`config.mk`:
```
export PLATFORM = sky130hd
export DESIGN_NAME = mecanum_wheel_pid_speed_loop
export DESIGN_NICKNAME = d
export VERILOG_FILES = /design/src/rtl/mwpid_pkg.sv /design/src/rtl/mecanum_wheel_pid_speed_loop.sv
export SDC_FILE = /design/constraint.sdc
export NUM_CORES = 2
export LEC_CHECK = 0
export ABC_AREA = 1
export CAP_MARGIN = 20
export CORE_UTILIZATION = 35
export DETAILED_ROUTE_END_ITERATION = 7
export DONT_BUFFER_PORTS = 1
export PLACE_DENSITY_LB_ADDON = 0.2
export SLEW_MARGIN = 20
export SYNTH_ARGS = -nofsm -noshare
export SYNTH_HDL_FRONTEND = slang
export SYNTH_SLANG_ARGS = --single-unit
```
`constraint.sdc`:
```
create_clock -name clk -period 11.9 [get_ports clk]
set_input_delay 2.38 -clock clk [delete_from_list [all_inputs] [get_ports clk]]
set_output_delay 2.38 -clock clk [all_outputs]
set_load 0.03 [all_outputs]
```
`src/rtl/mwpid_pkg.sv`:
```
package mwpid_pkg;

  localparam int RPM_FRAC  = 8;
  localparam int GAIN_FRAC = 12;
  localparam int OUT_SHIFT = RPM_FRAC + GAIN_FRAC;
  localparam int MEAS_DN   = GAIN_FRAC - RPM_FRAC;

  localparam logic signed [29:0] ERR_MAX = 30'sd134217727;
  localparam logic signed [29:0] ERR_MIN = -30'sd134217728;
  localparam logic [19:0] SUM_CAP = 20'd524287;

  // floor(x / 100) == (x * RECIP_100) >> RECIP_SHIFT for every x below 2^23.
  localparam logic [23:0] RECIP_100   = 24'd10737419;
  localparam int          RECIP_SHIFT = 30;

  localparam logic [2:0] REG_GAIN_P    = 3'd0;
  localparam logic [2:0] REG_GAIN_I    = 3'd1;
  localparam logic [2:0] REG_GAIN_D    = 3'd2;
  localparam logic [2:0] REG_INT_LIMIT = 3'd3;
  localparam logic [2:0] REG_OUT_LIMIT = 3'd4;
  localparam logic [2:0] REG_PERIOD    = 3'd5;
  localparam logic [2:0] REG_TIMEOUT   = 3'd6;
  localparam logic [2:0] REG_RPM_SCALE = 3'd7;

  typedef enum logic [3:0] {
    ST_IDLE,
    ST_MEAS,
    ST_ERR,
    ST_MUL_P,
    ST_MUL_I,
    ST_MUL_D,
    ST_ACC,
    ST_LIMIT,
    ST_CMP_MUL,
    ST_CMP_DIV,
    ST_STORE,
    ST_FINISH
  } state_t;

endpackage

```
`src/rtl/mecanum_wheel_pid_speed_loop.sv`:
```
// An accepted request steps each of the four wheels in turn through ST_MEAS to
// ST_STORE, then loads the output register from ST_FINISH.
// No new request is taken until the sequencer is back in ST_IDLE; a held
// result keeps the sequencer waiting until out_stall drops. A single shared
// multiplier runs every product of all four wheels in sequence.
// Reset (synchronous, active high) restores the register defaults and clears the
// integral and previous error of every wheel.
module mecanum_wheel_pid_speed_loop
  import mwpid_pkg::*;
(
  input  logic               clk,
  input  logic               rst,
  input  logic               psel,
  input  logic               penable,
  input  logic               pwrite,
  input  logic [4:0]         paddr,
  input  logic [31:0]        pwdata,
  output logic [31:0]        prdata,
  output logic               pready,
  input  logic               in_valid,
  output logic               in_stall,
  input  logic signed [15:0] velocity_x,
  input  logic signed [15:0] velocity_y,
  input  logic signed [15:0] turn_rate,
  input  logic signed [15:0] count_left_front,
  input  logic signed [15:0] count_right_front,
  input  logic signed [15:0] count_left_rear,
  input  logic signed [15:0] count_right_rear,
  input  logic [15:0]        command_age_ms,
  output logic               out_valid,
  input  logic               out_stall,
  output logic signed [7:0]  duty_left_front,
  output logic signed [7:0]  duty_right_front,
  output logic signed [7:0]  duty_left_rear,
  output logic signed [7:0]  duty_right_rear,
  output logic [16:0]        lf_compare_a,
  output logic [16:0]        lf_compare_b,
  output logic [16:0]        lr_compare_a,
  output logic [16:0]        lr_compare_b,
  output logic [16:0]        rf_compare_a,
  output logic [16:0]        rf_compare_b,
  output logic [16:0]        rr_compare_a,
  output logic [16:0]        rr_compare_b
);

  logic [15:0] gain_p, gain_i, gain_d, pwm_period, command_timeout_ms, rpm_scale;
  logic [9:0]  integral_limit;
  logic [6:0]  output_limit;

  state_t state, state_next;
  logic [1:0] wheel;

  logic signed [17:0] target [4];
  logic signed [15:0] count [4];
  logic signed [19:0] error_sum [4];
  logic signed [27:0] previous_error [4];
  logic signed [7:0]  duty_r [4];
  logic [16:0]        cmp_r [4];

  logic signed [27:0] err_r;
  logic signed [19:0] sum_r;
  logic signed [28:0] diff_r;
  logic signed [55:0] prod;
  logic signed [47:0] acc;
  logic [6:0]         mag_r;
  logic               neg_r;

  logic in_accept, cfg_write;
  assign in_accept = in_valid && !in_stall;
  assign cfg_write = psel && penable && pwrite;
  assign pready    = 1'b1;
  assign in_stall  = (state != ST_IDLE);

  always_ff @(posedge clk) begin
    if (rst) begin
      gain_p             <= 16'd4915;
      gain_i             <= 16'd410;
      gain_d             <= 16'd82;
      integral_limit     <= 10'd50;
      output_limit       <= 7'd100;
      pwm_period         <= 16'd65535;
      command_timeout_ms <= 16'd500;
      rpm_scale          <= 16'd9309;
    end else if (cfg_write) begin
      case (paddr[4:2])
        REG_GAIN_P:    gain_p             <= pwdata[15:0];
        REG_GAIN_I:    gain_i             <= pwdata[15:0];
        REG_GAIN_D:    gain_d             <= pwdata[15:0];
        REG_INT_LIMIT: integral_limit     <= pwdata[9:0];
        REG_OUT_LIMIT: output_limit       <= pwdata[6:0];
        REG_PERIOD:    pwm_period         <= pwdata[15:0];
        REG_TIMEOUT:   command_timeout_ms <= pwdata[15:0];
        REG_RPM_SCALE: rpm_scale          <= pwdata[15:0];
        default: ;
      endcase
    end
  end

  always_comb begin
    case (paddr[4:2])
      REG_GAIN_P:    prdata = {16'd0, gain_p};
      REG_GAIN_I:    prdata = {16'd0, gain_i};
      REG_GAIN_D:    prdata = {16'd0, gain_d};
      REG_INT_LIMIT: prdata = {22'd0, integral_limit};
      REG_OUT_LIMIT: prdata = {25'd0, output_limit};
      REG_PERIOD:    prdata = {16'd0, pwm_period};
      REG_TIMEOUT:   prdata = {16'd0, command_timeout_ms};
      REG_RPM_SCALE: prdata = {16'd0, rpm_scale};
      default:       prdata = 32'd0;
    endcase
  end

  // Wheel targets, with a stale command taken as zero.
  logic               stale;
  logic signed [17:0] vx, vy, vw;
  assign stale = command_age_ms > command_timeout_ms;
  assign vx = stale ? 18'sd0 : 18'(velocity_x);
  assign vy = stale ? 18'sd0 : 18'(velocity_y);
  assign vw = stale ? 18'sd0 : 18'(turn_rate);

  // Shared multiplier: signed 30-bit operand by unsigned 25-bit operand.
  logic signed [29:0] mul_a;
  logic [24:0]        mul_b;
  logic signed [55:0] mul_p;
  logic [16:0]        period_full;
  assign period_full = {1'b0, pwm_period} + 17'd1;

  always_comb begin
    case (state)
      ST_MEAS: begin
        mul_a = 30'(count[wheel]);
        mul_b = {9'd0, rpm_scale};
      end
      ST_MUL_P: begin
        mul_a = 30'(err_r);
        mul_b = {9'd0, gain_p};
      end
      ST_MUL_I: begin
        mul_a = 30'(sum_r);
        mul_b = {9'd0, gain_i};
      end
      ST_MUL_D: begin
        mul_a = 30'(diff_r);
        mul_b = {9'd0, gain_d};
      end
      ST_CMP_MUL: begin
        mul_a = {23'd0, mag_r};
        mul_b = {8'd0, period_full};
      end
      ST_CMP_DIV: begin
        mul_a = {7'd0, prod[22:0]};
        mul_b = {1'b0, RECIP_100};
      end
      default: begin
        mul_a = '0;
        mul_b = '0;
      end
    endcase
  end
  assign mul_p = mul_a * $signed({1'b0, mul_b});

  // Error and clamped integral of the current wheel, from the registered product.
  logic signed [27:0] meas;
  logic signed [29:0] err_wide, sum_wide;
  logic signed [27:0] err_c;
  logic signed [19:0] sum_c;
  logic [19:0]        ilim;
  logic [19:0]        ilim_raw;
  assign meas     = prod[MEAS_DN +: 28];
  assign err_wide = (30'(target[wheel]) <<< RPM_FRAC) - 30'(meas);
  assign err_c    = (err_wide > ERR_MAX) ? 28'(ERR_MAX) :
                    (err_wide < ERR_MIN) ? 28'(ERR_MIN) : err_wide[27:0];
  assign ilim_raw = 20'(integral_limit) << RPM_FRAC;
  assign ilim     = (ilim_raw > SUM_CAP) ? SUM_CAP : ilim_raw;
  assign sum_wide = 30'(error_sum[wheel]) + 30'(err_c);
  assign sum_c    = (sum_wide > $signed({10'd0, ilim})) ? $signed(ilim) :
                    (sum_wide < -$signed({10'd0, ilim})) ? -$signed(ilim) :
                    sum_wide[19:0];

  // Output clamp.
  logic [6:0]         ocap;
  logic signed [47:0] olim, o_c, o_abs;
  assign ocap  = (output_limit > 7'd100) ? 7'd100 : output_limit;
  assign olim  = $signed({41'd0, ocap}) <<< OUT_SHIFT;
  assign o_c   = (acc > olim) ? olim : (acc < -olim) ? -olim : acc;
  assign o_abs = o_c[47] ? -o_c : o_c;

  always_ff @(posedge clk) begin
    if (rst) state <= ST_IDLE;
    else     state <= state_next;
  end

  always_comb begin
    state_next = state;
    case (state)
      ST_IDLE:    if (in_accept) state_next = ST_MEAS;
      ST_MEAS:    state_next = ST_ERR;
      ST_ERR:     state_next = ST_MUL_P;
      ST_MUL_P:   state_next = ST_MUL_I;
      ST_MUL_I:   state_next = ST_MUL_D;
      ST_MUL_D:   state_next = ST_ACC;
      ST_ACC:     state_next = ST_LIMIT;
      ST_LIMIT:   state_next = ST_CMP_MUL;
      ST_CMP_MUL: state_next = ST_CMP_DIV;
      ST_CMP_DIV: state_next = ST_STORE;
      ST_STORE:   state_next = (wheel == 2'd3) ? ST_FINISH : ST_MEAS;
      ST_FINISH:  if (!out_valid || !out_stall) state_next = ST_IDLE;
      default:    state_next = ST_IDLE;
    endcase
  end

  always_ff @(posedge clk) begin
    if (rst) begin
      wheel <= 2'd0;
      for (int i = 0; i < 4; i++) begin
        error_sum[i]      <= '0;
        previous_error[i] <= '0;
      end
    end else begin
      case (state)
        ST_IDLE: begin
          wheel <= 2'd0;
          if (in_accept) begin
            target[0] <= vx + vy - vw;
            target[1] <= vx - vy + vw;
            target[2] <= vx - vy - vw;
            target[3] <= vx + vy + vw;
            count[0]  <= count_left_front;
            count[1]  <= count_right_front;
            count[2]  <= count_left_rear;
            count[3]  <= count_right_rear;
          end
        end
        ST_ERR: begin
          err_r                 <= err_c;
          sum_r                 <= sum_c;
          diff_r                <= 29'(err_c) - 29'(previous_error[wheel]);
          error_sum[wheel]      <= sum_c;
          previous_error[wheel] <= err_c;
        end
        ST_MUL_I: acc <= prod[47:0];
        ST_MUL_D: acc <= acc + prod[47:0];
        ST_ACC:   acc <= acc + prod[47:0];
        ST_LIMIT: begin
          mag_r <= o_abs[OUT_SHIFT +: 7];
          neg_r <= o_c[47];
        end
        ST_STORE: begin
          duty_r[wheel] <= neg_r ? -$signed({1'b0, mag_r}) : $signed({1'b0, mag_r});
          cmp_r[wheel]  <= prod[RECIP_SHIFT +: 17];
          wheel         <= wheel + 2'd1;
        end
        default: ;
      endcase
      if (state != ST_IDLE && state != ST_FINISH) prod <= mul_p;
    end
  end

  // Output register; the right-hand wheels drive their bridge reversed.
  always_ff @(posedge clk) begin
    if (rst) begin
      out_valid <= 1'b0;
    end else if (state == ST_FINISH && (!out_valid || !out_stall)) begin
      out_valid        <= 1'b1;
      duty_left_front  <= duty_r[0];
      duty_right_front <= duty_r[1];
      duty_left_rear   <= duty_r[2];
      duty_right_rear  <= duty_r[3];
      lf_compare_a     <= (duty_r[0] > 0) ? cmp_r[0] : 17'd0;
      lf_compare_b     <= (duty_r[0] < 0) ? cmp_r[0] : 17'd0;
      rf_compare_a     <= (duty_r[1] < 0) ? cmp_r[1] : 17'd0;
      rf_compare_b     <= (duty_r[1] > 0) ? cmp_r[1] : 17'd0;
      lr_compare_a     <= (duty_r[2] > 0) ? cmp_r[2] : 17'd0;
      lr_compare_b     <= (duty_r[2] < 0) ? cmp_r[2] : 17'd0;
      rr_compare_a     <= (duty_r[3] < 0) ? cmp_r[3] : 17'd0;
      rr_compare_b     <= (duty_r[3] > 0) ? cmp_r[3] : 17'd0;
    end else if (!out_stall) begin
      out_valid <= 1'b0;
    end
  end

  a_busy_after_accept: assert property (@(posedge clk) disable iff (rst)
    in_accept |=> in_stall)
    else $error("request accepted while the sequencer did not start");

  a_duty_range: assert property (@(posedge clk) disable iff (rst)
    out_valid |-> (duty_left_front <= 8'sd100 && duty_left_front >= -8'sd100 &&
                   duty_right_rear <= 8'sd100 && duty_right_rear >= -8'sd100))
    else $error("duty outside plus or minus one hundred");

  a_zero_duty_idle_bridge: assert property (@(posedge clk) disable iff (rst)
    (out_valid && duty_left_front == 8'sd0) |-> (lf_compare_a == 17'd0 && lf_compare_b == 17'd0))
    else $error("bridge driven at zero duty");

endmodule
```
* After elaboration in Yosys (flattened, before gate mapping)
Memory sizes are Yosys's and may differ from the RTL's. A register that Yosys moved wholly into a read port is not among the register bits.
Index checks and enable logic that the tools add are counted.
** Storage, ports and cells
- Word-level logic and storage cells :: 176
- RAM bits :: 428
- Memories :: 6
- Input bits :: 172
- Output and inout bits :: 203
- Register bits after elaboration :: 469
** Operators by class
- Multiply operators :: 1
- Multiplexer cells :: 50
- Add/sub/neg operators :: 17
- Bitwise logic cells :: 1
- Order comparisons :: 17
- Equality and inequality tests :: 23
- Reduce and logical (&&, ||, !) cells :: 31
** Memory list
- previous_error :: words 4, bits a word 28, rd ports 1, clocked after memory_dff 1, wr ports 4, line mecanum_wheel_pid_speed_loop.sv:56 : logic signed [27:0] previous_error [4];
- error_sum :: words 4, bits a word 20, rd ports 1, clocked after memory_dff 1, wr ports 4, line mecanum_wheel_pid_speed_loop.sv:55 : logic signed [19:0] error_sum [4];
- target :: words 4, bits a word 18, rd ports 1, clocked after memory_dff 1, wr ports 4, line mecanum_wheel_pid_speed_loop.sv:53 : logic signed [17:0] target [4];
- cmp_r :: words 4, bits a word 17, rd ports 4, clocked after memory_dff 0, wr ports 1, line mecanum_wheel_pid_speed_loop.sv:58 : logic [16:0] cmp_r [4];
- count :: words 4, bits a word 16, rd ports 1, clocked after memory_dff 1, wr ports 4, line mecanum_wheel_pid_speed_loop.sv:54 : logic signed [15:0] count [4];
- duty_r :: words 4, bits a word 8, rd ports 4, clocked after memory_dff 0, wr ports 1, line mecanum_wheel_pid_speed_loop.sv:57 : logic signed [7:0] duty_r [4];
** Operators by type and width (count)
- $pmux W32 S8 :: 1
- $pmux W30 S6 :: 1
- $pmux W24 S6 :: 1
- $mux W48 :: 2
- $pmux W48 S2 :: 1
- $mux W28 :: 3
- $mux W20 :: 3
- $add A18 B18 Y18 :: 3
- $mux W18 :: 3
- $sub A18 B18 Y18 :: 3
- $add A48 B48 Y48 :: 1
- $gt A48 B28 Y1 :: 1
- $lt A48 B48 Y1 :: 1
- $mul A30 B25 Y48 :: 1
- $neg A27 Y48 :: 1
- $pmux W4 S12 :: 1
- $gt A8 B1 Y1 const B :: 4
- $lt A8 B1 Y1 const B :: 4
- $lt A29 B30 Y1 :: 1
- $neg A19 Y30 :: 1
- $add A20 B28 Y29 :: 1
- $gt A29 B20 Y1 :: 1
- $gt A29 B28 Y1 const B :: 1
- $lt A29 B28 Y1 const B :: 1
- 41 further kinds :: 99

* Logic depth before layout (Yosys ltp)
- Depth after elaboration :: 9
- Depth in mapped cells :: 61
- Mapped depth without buffers :: 56

* Worst setup path after synthesis
OpenSTA, ideal clock, no wires.
- Path type :: input port to flip-flop
- Start point :: input rst
- End point :: memory count[0][0], enable pin
- Stages on the path :: 3
- Setup slack :: -0.757 ns
- Setup time :: 0.791 ns
- Path buffers :: 2
- Arrival time :: 11.866 ns
- Data required time :: 11.109 ns
- Cells stage by stage :: clkbuf_1 clkbuf_1 nor3_1
** RTL lines
- start: declaration :: line mecanum_wheel_pid_speed_loop.sv:12 : input logic rst,
- end: declaration :: line mecanum_wheel_pid_speed_loop.sv:54

* Worst setup path after layout
- Start point :: register state[3]
- End point :: register prod[44], data pin
** On the way
- Cells in the longest elaborated chain, start to end :: 3
- Elaborated cells on any way between the ends :: 9
- Those cells by class :: mul: 1; eq/ne: 6; mux: 2
** Ends and longest elaborated chain
- start: declaration :: line mecanum_wheel_pid_speed_loop.sv:50 : state_t state, state_next;
- start signal: assignment :: line mecanum_wheel_pid_speed_loop.sv:190 : else state <= state_next;
- $eq A4 B4 Y1 (tied with other cells) :: line mecanum_wheel_pid_speed_loop.sv:129 : case (state)
- $pmux W30 S6 or $pmux W24 S6 (tied branches) :: line mecanum_wheel_pid_speed_loop.sv:129
- $mul A30 B25 Y48 (*) :: line mecanum_wheel_pid_speed_loop.sv:160 : assign mul_p = mul_a * $signed({1'b0, mul_b});
- named net mul_p[44] :: line mecanum_wheel_pid_speed_loop.sv:124 : logic signed [55:0] mul_p;
- end signal: assignment :: line mecanum_wheel_pid_speed_loop.sv:255 : if (state != ST_IDLE && state != ST_FINISH) prod <= mul_p;
- end: declaration :: line mecanum_wheel_pid_speed_loop.sv:63 : logic signed [55:0] prod;
Mark *: on every way through the listed nets, which the timed path passes. The rest lies on a longest branch.
A chain may end at the register's enable or synchronous reset.

==> impl_metrics.tcl <==
set metrics [dict create \
    critical_path_arrival_ns 11.01 \
    report.final.hold_viol_count 0 \
    initial_core_util 0.3523 \
    ff2ff_setup_slack_ns 1.43 \
    detailedRoute.firstIterationViolations 3846 \
    areaGrowthSynthToFinish_pct 9.753 \
    synth.yosys.warnings 0 \
    die_area_um2 200500 \
    clock-sinks 897 \
    yosysSeqAreaShare 0.3697 \
    yosys.cell_types.count 64 \
    comb_power_share 0.479 \
    drt.antenna.violating_nets 0 \
    detailed_place_hpwl_mm 173.6 \
    core_area_um2 197400 \
    timing.critical_path.required_ns 12.44 \
    worstSkewPairLatency_ns 0.80 \
    timing.setup.critical_path_class "flip-flop to flip-flop" \
    core.rowCount 163 \
    holdPathEnd "duty_left_front[6]$_DFFE_PP_" \
    grt_use_met1 0.2828 \
    rsz_0062_raised_after_global_routing "no" \
    reg2reg_to "prod[44]$_DFFE_PP_" \
    chipHeight_um 447.8 \
    reg2reg_depth 40 \
    grt_antenna_before_repair 1 \
    cts.path.max_buffers 3 \
    share_clk_of_total_power 0.230 \
    netlist_area_um2 69560 \
    final_min_period_over_clock_period 0.8797 \
    worst_path_max_delay_cell "nor2_1" \
    pin_count 375 \
    grt_pass1_vias 52020 \
    post_cts_resize_count 0 \
    maxSlewHeadroom 0.2405 \
    place_congestion 0.9495 \
    internal_power_uw 7615 \
    grtUsageMet2 0.3846 \
    post_synthesis_sequential_element_count 897 \
    num_vias 52060 \
    syn-mean-instance-area_um2 8.983 \
    final_area_um2 76340 \
    multi_input_comb_area_um2 37450 \
    drt-vias-per-instance 4.979 \
    track_usage 0.2206 \
    first_pass_grt_wire_length_mm 330.9 \
    worst_r2r_startpoint "state[3]$_SDFFE_PP0P_" \
    final_routed_wirelength_across_all_metal_layers_mm 222.2 \
    synth_enable_flop_cells 775 \
    final.setup_skew_ns 0.08284 \
    worst_setup_path_end_kind "flip-flop" \
    max_clock_freq_mhz 95.52 \
    globalRouteMet3Util 0.02775 \
    post_synth_main_area_contributors "edfxtp_1, fa_1, ha_1" \
    cap_viol_max_count 0 \
    min_path_cells 0 \
    hp-class "flip-flop to flip-flop" \
    totalNegativeSetupSlack_ns 0 \
    drc_errors 0 \
    worst_ir_drop_vdd_mv 0.1604 \
    switching_share 0.4478 \
    drt_pre_antenna_iters 6 \
    placement.cell_area_um2 72940 \
    maximum_level_of_the_cts_h_tree 3 \
    outcome "completed" \
    power-per-cell-area_nw_per_um2 180.7 \
    max_slew_violation_count 0 \
    most-common-layout-cells "inv_1, nand2_1, nor2_1" \
    share_of_post_route_cells_with_drive_strength_above_1 0.05312 \
    routed_wire_length_per_instance_um 21.25 \
    sequentialPowerShare 0.291 \
    stage_delay_of_the_slowest_cell_on_the_critical_path_ns 0.65 \
    postCtsSetupRepairBufs 0 \
    hp-start "duty_r[0][6]$_DFFE_PP_" \
    globalRoute.totalOverflow 0 \
    area.sequential_um2 25720 \
    netlist.top_cell.by_area "edfxtp_1" \
    library_cell_appearing_most_often_on_the_critical_path "nand2_1" \
    cts_made_buffers 102 \
    synth_flop_cell "edfxtp_1" \
    final_net_count 8954 \
    ys_async_sr_fraction 0 \
    cts.clk_slew.worst_paths_ns 0.06 \
    crit_path_max_fanout 12 \
    layoutNonFillerInstCount 10460 \
    cts-hold-fix-buffers 0 \
    worst_pin_slew_ns 1.135 \
    netlist.area_leader.share 0.3346 \
    finalSetupViolations 0 \
    timing.critical_path.from_type "flip-flop" \
    clock_tree_from_tritoncts "yes" \
    fin_util 0.3867 \
    cellLeakagePower_uw 0.03523 \
    pin_count_of_the_biggest_net_entering_global_routing 169 \
    final.min_clock_period_ns 10.47 \
    placed_cells 10260 \
    port-buffer-count 0 \
    cts_root_buffer "clkbuf_16" \
    cell_count_after_synthesis 7743 \
    die-width_um 447.8 \
    most_used_routing_layer_in_global_routing "met2" \
    switchingPower_uw 6176 \
    filler_cell_count 20010 \
    leading_cell_type_in_the_layout_fill_and_taps_excluded "inv_1" \
]
[layout make-up]
| class | count | area share |
|---|---|---|
| multi-input combinational | 5108 | 0.4905 |
| sequential | 897 | 0.3369 |
| inverter | 1516 | 0.07457 |
| tap | 2640 | 0.04327 |
| clock buffer | 133 | 0.03642 |
| timing repair buffer | 99 | 0.01023 |
| clock inverter | 60 | 0.008031 |
| antenna | 2 | 0.00006556 |
[power by group through the flow]
stage                     Sequential (µW)  Clock [µW]  Combinational, µW
after global routing                 4030        3370               7300
after global placement               4080           0               6520
after floorplan                      3990           0               4460
after CTS                            4020        3240               6590
after detailed placement             4090           0               6560
final                                4010        3180               6600
[Yosys cell counts (all sizes together), types with 15 or more instances]
master      n
ha        496
edfxtp    775
a31oi      29
o22ai     101
a211oi     15
xor2      184
nor3       58
o211ai     35
a21o       16
buf        35
inv      1511
o21bai     43
nand3     198
o21a       18
nand2    1337
nor4       33
nor2      836
a21oi     419
xnor2      72
clkbuf    221
a221oi     31
dfxtp     122
nand4      32
o2111ai    16
fa        562
or2        31
o21ai     423
o31ai      18
[how the worst max path moves through the flow]
stage	start	to	slack, ns	cells past startpoint
final	state[3]$_SDFFE_PP0P_	prod[44]$_DFFE_PP_	1.43	40
after global routing	flip-flop	sum_r[8]$_DFFE_PP_	0.82	46
after CTS	flip-flop	sum_r[8]$_DFFE_PP_	1.57	46
after detailed placement	state[3]$_SDFFE_PP0P_	prod[44]$_DFFE_PP_	1.57	43
after global placement	state[0]$_SDFFE_PP0P_	prod[44]$_DFFE_PP_	1.29	42
after floorplan	rst	duty_left_front[0]$_DFFE_PP_	1.16	5
[through the flow]
step                      power (µW)  setup WS (ns)  hold slack, ns
after CTS                      13850          1.575          0.4446
after detailed placement       10640          1.566          0.4333
after global routing           14700         0.8238          0.4564
after floorplan                 8453          1.157          0.4244
final                          13790          1.431          0.4490
after global placement         10600          1.290          0.4355
[kinds of logic after synthesis]
family                     share of synthesized area
xor gates and xnor gates                     0.03267
AOI/OAI and AO/OA                             0.1008
DFF                                           0.3697
other                                      0.0001080
buffers and inverters                        0.09694
adders and majority gates                     0.2510
and+or+nand+nor                               0.1488
[per-layer routing]
layer  vias up  wire (µm)  share of wire
met3       247      10660          0.048
li1      24850          -              -
met4         0       6838          0.031
met1     25640      95620           0.43
met5         -          0              0
met2      1321     109100           0.49
[critical path, delay by kind of cell (launching register included)]
family / cells / cell delay, ns
AND/OR/NAND/NOR: 16 / 2.63
AO/OA/AOI/OAI: 7 / 1.62
adder cells (fa/ha/maj): 8 / 3.94
flip-flops: 1 / 0.35
buffers and inverters: 8 / 1.61
XOR/XNOR: 1 / 0.06
[flip-flops by register name, indices dropped and copies added, names as in the netlist, 17 cells and up, named ones only]
signal          flops
count              64
lr_compare_b       17
acc                48
previous_error    112
diff_r             29
rr_compare_a       17
lf_compare_a       17
rf_compare_b       17
rr_compare_b       17
target             70
duty_r             32
lr_compare_a       17
prod               48
cmp_r              68
rf_compare_a       17
err_r              28
error_sum          80
sum_r              20
lf_compare_b       17
(Power assumes the default switching activity.)
